[src/sv/fmp_pkg.sv]
package fmp_pkg;

    // word width of every matrix entry and of the result
    localparam int RESULT_WIDTH = 32;
    // width of the requested index
    localparam int INDEX_BITS = 31;

    typedef logic [RESULT_WIDTH-1:0] t_word;
    typedef logic [INDEX_BITS-1:0]   t_index;

    // sequencer step within one matrix product
    typedef logic [1:0] t_step;

    // last step of a general product and of a squaring
    localparam t_step MUL_LAST = 2'd3;
    localparam t_step SQR_LAST = 2'd2;

    // control of the shared multiply-accumulate unit
    typedef struct packed {
        logic load;    // start both sums with the product
        logic add_e10; // add the product to the lower-left sum
        logic add_e11; // add the product to the lower-right sum
        logic dbl;     // add twice the product
    } t_mac_ctl;

endpackage

[src/sv/fibonacci_matrix_power.sv]
// Fibonacci number F(n) modulo 2^32 by square-and-multiply of [[1,1],[1,0]].
//
// Input channel: i_valid / o_ready with i_index_n (31 bits). Output channel:
// o_valid / i_ready with o_fib_value (32 bits). A transfer happens on a
// rising edge where valid and ready are both high.
//
// Every power of the base is held as the pair (F(k), F(k-1)), so a product
// of two powers costs four multiplies and a squaring three, all on one
// shared 32x32 multiplier with two accumulators. Index bits are scanned
// from the least significant upward and the scan stops at the highest set
// bit; the final squaring is skipped.
// One index is worked on at a time: o_ready is high only while the block is
// idle, so a new index is taken only after the last result is transferred.
// The result stays on o_fib_value with o_valid high until i_ready takes it;
// no new index is accepted in that time.
// Reset (synchronous, active low) returns the sequencer to idle and drops
// o_valid; a result in flight is discarded.
module fibonacci_matrix_power (
    input  logic                  i_clk,
    input  logic                  i_rst_n,
    input  logic                  i_valid,
    output logic                  o_ready,
    input  fmp_pkg::t_index       i_index_n,
    output logic                  o_valid,
    input  logic                  i_ready,
    output fmp_pkg::t_word        o_fib_value
);

    typedef enum logic [3:0] {
        S_IDLE = 4'b0001,
        S_MUL  = 4'b0010,
        S_SQR  = 4'b0100,
        S_DONE = 4'b1000
    } t_state;

    t_state            r_state;
    t_state            n_state;
    fmp_pkg::t_step    r_step;
    fmp_pkg::t_step    n_step;
    fmp_pkg::t_index   r_n;
    fmp_pkg::t_index   n_n;

    // result power (F(k), F(k-1)) and base power
    fmp_pkg::t_word    r_acc_b;
    fmp_pkg::t_word    r_acc_a;
    fmp_pkg::t_word    r_base_b;
    fmp_pkg::t_word    r_base_a;
    fmp_pkg::t_word    n_acc_b;
    fmp_pkg::t_word    n_acc_a;
    fmp_pkg::t_word    n_base_b;
    fmp_pkg::t_word    n_base_a;

    fmp_pkg::t_word    w_x;
    fmp_pkg::t_word    w_y;
    fmp_pkg::t_mac_ctl w_ctl;
    fmp_pkg::t_word    w_e10;
    fmp_pkg::t_word    w_n_e11;
    fmp_pkg::t_index   w_n_shr;

    assign w_n_shr = r_n >> 1;

    // shared multiply-accumulate unit
    fmp_mac u_mac (
        .i_clk   (i_clk),
        .i_x     (w_x),
        .i_y     (w_y),
        .i_ctl   (w_ctl),
        .o_e10   (w_e10),
        .o_n_e11 (w_n_e11)
    );

    // operand selection and unit control per step
    always_comb begin
        w_x   = r_acc_b;
        w_y   = r_base_b;
        w_ctl = '0;
        unique case (r_state)
            S_MUL: begin
                case (r_step)
                    2'd0: begin
                        w_x = r_acc_b;
                        w_y = r_base_b;
                        w_ctl.load = 1'b1;
                    end
                    2'd1: begin
                        w_x = r_acc_b;
                        w_y = r_base_a;
                        w_ctl.add_e10 = 1'b1;
                    end
                    2'd2: begin
                        w_x = r_acc_a;
                        w_y = r_base_b;
                        w_ctl.add_e10 = 1'b1;
                    end
                    default: begin
                        w_x = r_acc_a;
                        w_y = r_base_a;
                        w_ctl.add_e11 = 1'b1;
                    end
                endcase
            end
            S_SQR: begin
                case (r_step)
                    2'd0: begin
                        w_x = r_base_b;
                        w_y = r_base_b;
                        w_ctl.load = 1'b1;
                    end
                    2'd1: begin
                        w_x = r_base_a;
                        w_y = r_base_b;
                        w_ctl.add_e10 = 1'b1;
                        w_ctl.dbl     = 1'b1;
                    end
                    default: begin
                        w_x = r_base_a;
                        w_y = r_base_a;
                        w_ctl.add_e11 = 1'b1;
                    end
                endcase
            end
            S_IDLE, S_DONE: begin
                w_ctl = '0;
            end
            default: begin
                w_ctl = '0;
            end
        endcase
    end

    // sequencer
    always_comb begin
        n_state  = r_state;
        n_step   = r_step;
        n_n      = r_n;
        n_acc_b  = r_acc_b;
        n_acc_a  = r_acc_a;
        n_base_b = r_base_b;
        n_base_a = r_base_a;
        unique case (r_state)
            S_IDLE: begin
                if (i_valid) begin
                    n_n      = i_index_n;
                    n_step   = '0;
                    n_acc_b  = fmp_pkg::t_word'(0);
                    n_acc_a  = fmp_pkg::t_word'(1);
                    n_base_b = fmp_pkg::t_word'(1);
                    n_base_a = fmp_pkg::t_word'(0);
                    if (i_index_n == '0) begin
                        n_state = S_DONE;
                    end else if (i_index_n[0]) begin
                        n_state = S_MUL;
                    end else begin
                        n_state = S_SQR;
                    end
                end
            end
            S_MUL: begin
                n_step = r_step + 2'd1;
                if (r_step == fmp_pkg::MUL_LAST) begin
                    n_acc_b = w_e10;
                    n_acc_a = w_n_e11;
                    n_step  = '0;
                    // no higher bit left: the last squaring is not needed
                    n_state = (w_n_shr == '0) ? S_DONE : S_SQR;
                end
            end
            S_SQR: begin
                n_step = r_step + 2'd1;
                if (r_step == fmp_pkg::SQR_LAST) begin
                    n_base_b = w_e10;
                    n_base_a = w_n_e11;
                    n_step   = '0;
                    n_n      = w_n_shr;
                    if (w_n_shr == '0) begin
                        n_state = S_DONE;
                    end else if (w_n_shr[0]) begin
                        n_state = S_MUL;
                    end else begin
                        n_state = S_SQR;
                    end
                end
            end
            S_DONE: begin
                if (i_ready) begin
                    n_state = S_IDLE;
                end
            end
            default: begin
                n_state = S_IDLE;
            end
        endcase
    end

    // control state
    always_ff @(posedge i_clk) begin
        if (!i_rst_n) begin
            r_state <= S_IDLE;
            r_step  <= '0;
        end else begin
            r_state <= n_state;
            r_step  <= n_step;
        end
    end

    // working registers
    always_ff @(posedge i_clk) begin
        r_n      <= n_n;
        r_acc_b  <= n_acc_b;
        r_acc_a  <= n_acc_a;
        r_base_b <= n_base_b;
        r_base_a <= n_base_a;
    end

    assign o_ready     = (r_state == S_IDLE);
    assign o_valid     = (r_state == S_DONE);
    assign o_fib_value = r_acc_b;

endmodule

[src/sv/fmp_mac.sv]
module fmp_mac (
    input  logic              i_clk,
    input  fmp_pkg::t_word    i_x,
    input  fmp_pkg::t_word    i_y,
    input  fmp_pkg::t_mac_ctl i_ctl,
    output fmp_pkg::t_word    o_e10,
    output fmp_pkg::t_word    o_n_e11
);

    fmp_pkg::t_word w_prod;
    fmp_pkg::t_word w_addend;
    fmp_pkg::t_word r_e10;
    fmp_pkg::t_word r_e11;
    fmp_pkg::t_word n_e10;
    fmp_pkg::t_word n_e11;

    // single wrapping multiplier, low word only
    assign w_prod   = i_x * i_y;
    assign w_addend = i_ctl.dbl ? (w_prod << 1) : w_prod;

    // next values of the two running sums
    always_comb begin
        n_e10 = r_e10;
        n_e11 = r_e11;
        if (i_ctl.load) begin
            n_e10 = w_prod;
            n_e11 = w_prod;
        end else begin
            if (i_ctl.add_e10) begin
                n_e10 = r_e10 + w_addend;
            end
            if (i_ctl.add_e11) begin
                n_e11 = r_e11 + w_addend;
            end
        end
    end

    // accumulators
    always_ff @(posedge i_clk) begin
        r_e10 <= n_e10;
        r_e11 <= n_e11;
    end

    assign o_e10   = r_e10;
    assign o_n_e11 = n_e11;

endmodule

[config.mk]
export PLATFORM = sky130hd
export DESIGN_NAME = fibonacci_matrix_power
export DESIGN_NICKNAME = d
export VERILOG_FILES = /design/src/sv/fmp_pkg.sv /design/src/sv/fibonacci_matrix_power.sv /design/src/sv/fmp_mac.sv
export SDC_FILE = /design/constraint.sdc
export NUM_CORES = 2
export LEC_CHECK = 0
export BUFFER_PORTS_ARGS = -buffer_cell sky130_fd_sc_hd__buf_4
export CAP_MARGIN = 5
export CORE_MARGIN = 3
export CORE_UTILIZATION = 25
export DETAILED_ROUTE_END_ITERATION = 12
export GPL_ROUTABILITY_DRIVEN = 0
export GPL_TIMING_DRIVEN = 1
export HOLD_SLACK_MARGIN = 0.02
export MAX_ROUTING_LAYER = met4
export SLEW_MARGIN = 25
export SYNTH_ARGS = -nofsm -noshare
export SYNTH_HDL_FRONTEND = slang
export SYNTH_SLANG_ARGS = --single-unit
[constraint.sdc]
create_clock -name i_clk -period 12.02 [get_ports i_clk]
set_clock_uncertainty 0.15 [all_clocks]
set_input_delay 0 -clock i_clk [delete_from_list [all_inputs] [get_ports i_clk]]
set_output_delay 0 -clock i_clk [all_outputs]
set_load 0.01 [all_outputs]
==> impl_metrics.env <==
export IMPL_status="finished, final reports clean"
export IMPL_num_vias=23000
export IMPL_grt_pass1_vias=23600
export IMPL_synthFlopType="edfxtp_1"
export IMPL_cts_tree="yes"
export IMPL_drive_gt1_share_pct=7.92
export IMPL_cts_buffers=25
export IMPL_r2r_slack_ns=0.51
export IMPL_wirelength_um=92700
export IMPL_setup_slack_ns=0.509
export IMPL_layout_commonest_cell="inv_1"
export IMPL_antenna_found_initial=0
export IMPL_avgSynthCellArea_um2=9.11
export IMPL_multiInputGateArea_um2=20500
export IMPL_cts_root_buf="clkbuf_16"
export IMPL_tightest_slew_ns=1.03
export IMPL_hold_class="input pin to flop"
export IMPL_min_from="i_rst_n"
export IMPL_yosys_warnings=0
export IMPL_start_kind="flop"
export IMPL_hpwl_um=74700
export IMPL_nets=3928
export IMPL_clk_latency_ns=0.55
export IMPL_cts_buffer_depth=3
export IMPL_ios=69
export IMPL_cp_end_kind="flop"
export IMPL_floorplan_initialDensity_pct=25.3
export IMPL_regArea_um2=6470
export IMPL_path_clk_slew_ns=0.07
export IMPL_crit_fanout=41
export IMPL_finalHoldViolCount=0
export IMPL_cp_data_required_time_ns=12.12
export IMPL_grtUsageTotal_pct=15.8
export IMPL_finalCritPeriodShare_pct=95.8
export IMPL_crit_reg2reg_launch="r_state[2]"
export IMPL_worstPathArrival_ns=11.62
export IMPL_vias_per_cell=4.78
export IMPL_firstDrtPassIters=5
export IMPL_n_fill_cell=12100
export IMPL_route_detailed_drc=0
export IMPL_async_flop_share_pct=0
export IMPL_dieArea_um2=120000
export IMPL_core_rowCount=124
export IMPL_syn_num_nets=3831
export IMPL_grt_first_pass_wirelength_um=143000
export IMPL_maxSlewViolCount=0
export IMPL_overflow=0
export IMPL_grt_max_degree=74
export IMPL_diodes=0
export IMPL_dp_slack_ns=0.206
export IMPL_h_tree_depth=1
export IMPL_crit_type="flop to flop"
export IMPL_yosys_cell_types_count=71
export IMPL_die_height_um=347
export IMPL_synth_edff_count=190
export IMPL_drv_cap=0
export IMPL_netlist_area_um2=29100
export IMPL_slew_headroom_pct=31.5
export IMPL_setup_viol=0
export IMPL_syn_inst=3192
export IMPL_synth_seq_area_share_pct=22.2
export IMPL_critical_path_most_common_cell="fa_1"
export IMPL_startpoint="r_state[2]"
export IMPL_mostFrequentLayoutCells="inv_1 (462), nand2_1 (457), nor2_1 (426), fa_1 (410), ha_1 (193)"
export IMPL_wl_per_cell_um=19.2
export IMPL_syn_to_final_growth_pct=13.8
export IMPL_first_iter_violations=2104
export IMPL_max_freq_mhz=86.9
export IMPL_period_minus_slack_ns=11.51
export IMPL_portBuffers=68
export IMPL_yosys_register_bits=228
export IMPL_fp_dieW_um=347
export IMPL_crit_path_max_incr_delay_ns=0.79
export IMPL_cpMaxStageDelayCell="or4b_4"
export IMPL_core_area_um2=115000
export IMPL_ant_nets=0
export IMPL_cts_sinks=228
worst paths after layout:
check / endpoint / depth (start not counted)
max reg2reg: u_mac.o_e10[31] / 39
max: u_mac.o_e10[31] / 39
min: r_state[2] / 3
min reg2reg: r_n[29] / 2
through the flow:
stage | setup TNS, ns | util [%] | cell area (um^2) | std cells | hold slack, ns
after detailed placement | 0 | 27.7 | 31800 | 4731 | 0.0796
after global placement | 0 | 27.7 | 31800 | 4731 | 0.0833
after global routing | -0.0643 | 28.8 | 33100 | 4818 | 0.127
final | 0 | 28.8 | 33100 | 4818 | 0.115
after floorplan | 0 | - | 29100 | 3192 | -0.0738
after CTS | 0 | 28.7 | 33000 | 4815 | 0.101
what timing repair did:
item / in CTS / in global routing
endpoints found under the setup margin: 0 / 22
resized for setup: 0 / 18
endpoints found under the hold margin: 57 / 0
hold buffers: 40 / 0
buffers inserted: 0 / 3
state kept, by name, indices dropped and copies added (netlist names):
name         flops
r_step           2
u_mac.r_e11     32
r_base_a        32
r_state          4
r_base_b        32
u_mac.o_e10     32
r_acc_a         32
o_fib_value     32
r_n             30
Yosys cell counts, drive strengths merged (4+ instances only):
master / n / area (um^2)
a211o: 4 / 35.0
a211oi: 7 / 52.6
a21boi: 5 / 37.5
a21o: 45 / 338
a21oi: 124 / 624
a221o: 32 / 323
a221oi: 24 / 272
a22o: 4 / 35.0
a31oi: 7 / 43.8
and2: 104 / 651
and3: 24 / 150
buf: 27 / 150
clkbuf: 111 / 417
dfxtp: 38 / 761
edfxtp: 190 / 5710
fa: 410 / 8210
ha: 194 / 2430
inv: 462 / 1730
mux2: 14 / 158
mux2i: 55 / 551
nand2: 460 / 1730
nand2b: 22 / 138
nand3: 26 / 130
nand4: 10 / 62.6
nor2: 427 / 1600
nor2b: 14 / 87.6
nor3: 7 / 46.3
nor4: 15 / 93.8
nor4b: 4 / 56.3
o211ai: 8 / 60.1
o21a: 12 / 90.1
o21ai: 91 / 455
o21bai: 21 / 158
o31ai: 4 / 30.0
or3: 7 / 43.8
xnor2: 103 / 902
xor2: 40 / 350
area by class of cell:
| type | count | share of cell area, % |
|---|---|---|
| Multi-Input combinational cell | 2364 | 62.0 |
| Timing Repair Buffer | 208 | 5.17 |
| Tap cell | 1512 | 5.72 |
| Clock buffer | 31 | 1.96 |
| Inverter | 462 | 5.24 |
| Clock inverter | 13 | 0.405 |
| Sequential cell | 228 | 19.5 |
critical path: cells and delay by family, from the launching register on:
kind	cells	cell delay, ns
compound gates	15	3.46
buf+inv	4	0.45
mux	1	0.25
fa+ha+maj	9	3.63
xor+xnor	2	0.47
flops	1	0.54
simple gates	8	2.25
cell families (layout without fill, tap and decap cells):
| family | Yosys count | count (layout) | synth area share, % |
|---|---|---|---|
| AND/OR/NAND/NOR | 1134 | 1134 | 16.9 |
| adder cells (fa/ha/maj) | 604 | 604 | 36.6 |
| buffers and inverters | 600 | 714 | 7.91 |
| AO/OA/AOI/OAI | 412 | 412 | 9.52 |
| flip-flops | 228 | 228 | 22.2 |
| XOR/XNOR | 145 | 145 | 4.46 |
| multiplexers | 69 | 69 | 2.44 |
metal layers:
| layer | global-route usage, % | up-vias | share of wire [%] |
|---|---|---|---|
| li1 | - | 10400 | - |
| met3 | 2.06 | 173 | 7.7 |
| met4 | 6.03 | 0 | 4.3 |
| met5 | - | - | 0 |
| met1 | 21.6 | 11500 | 44 |
| met2 | 23.6 | 936 | 44 |
Power is left out: the tool's default activity adds up to more than one toggle a clock period on the data nets, which glitch-free logic cannot reach.
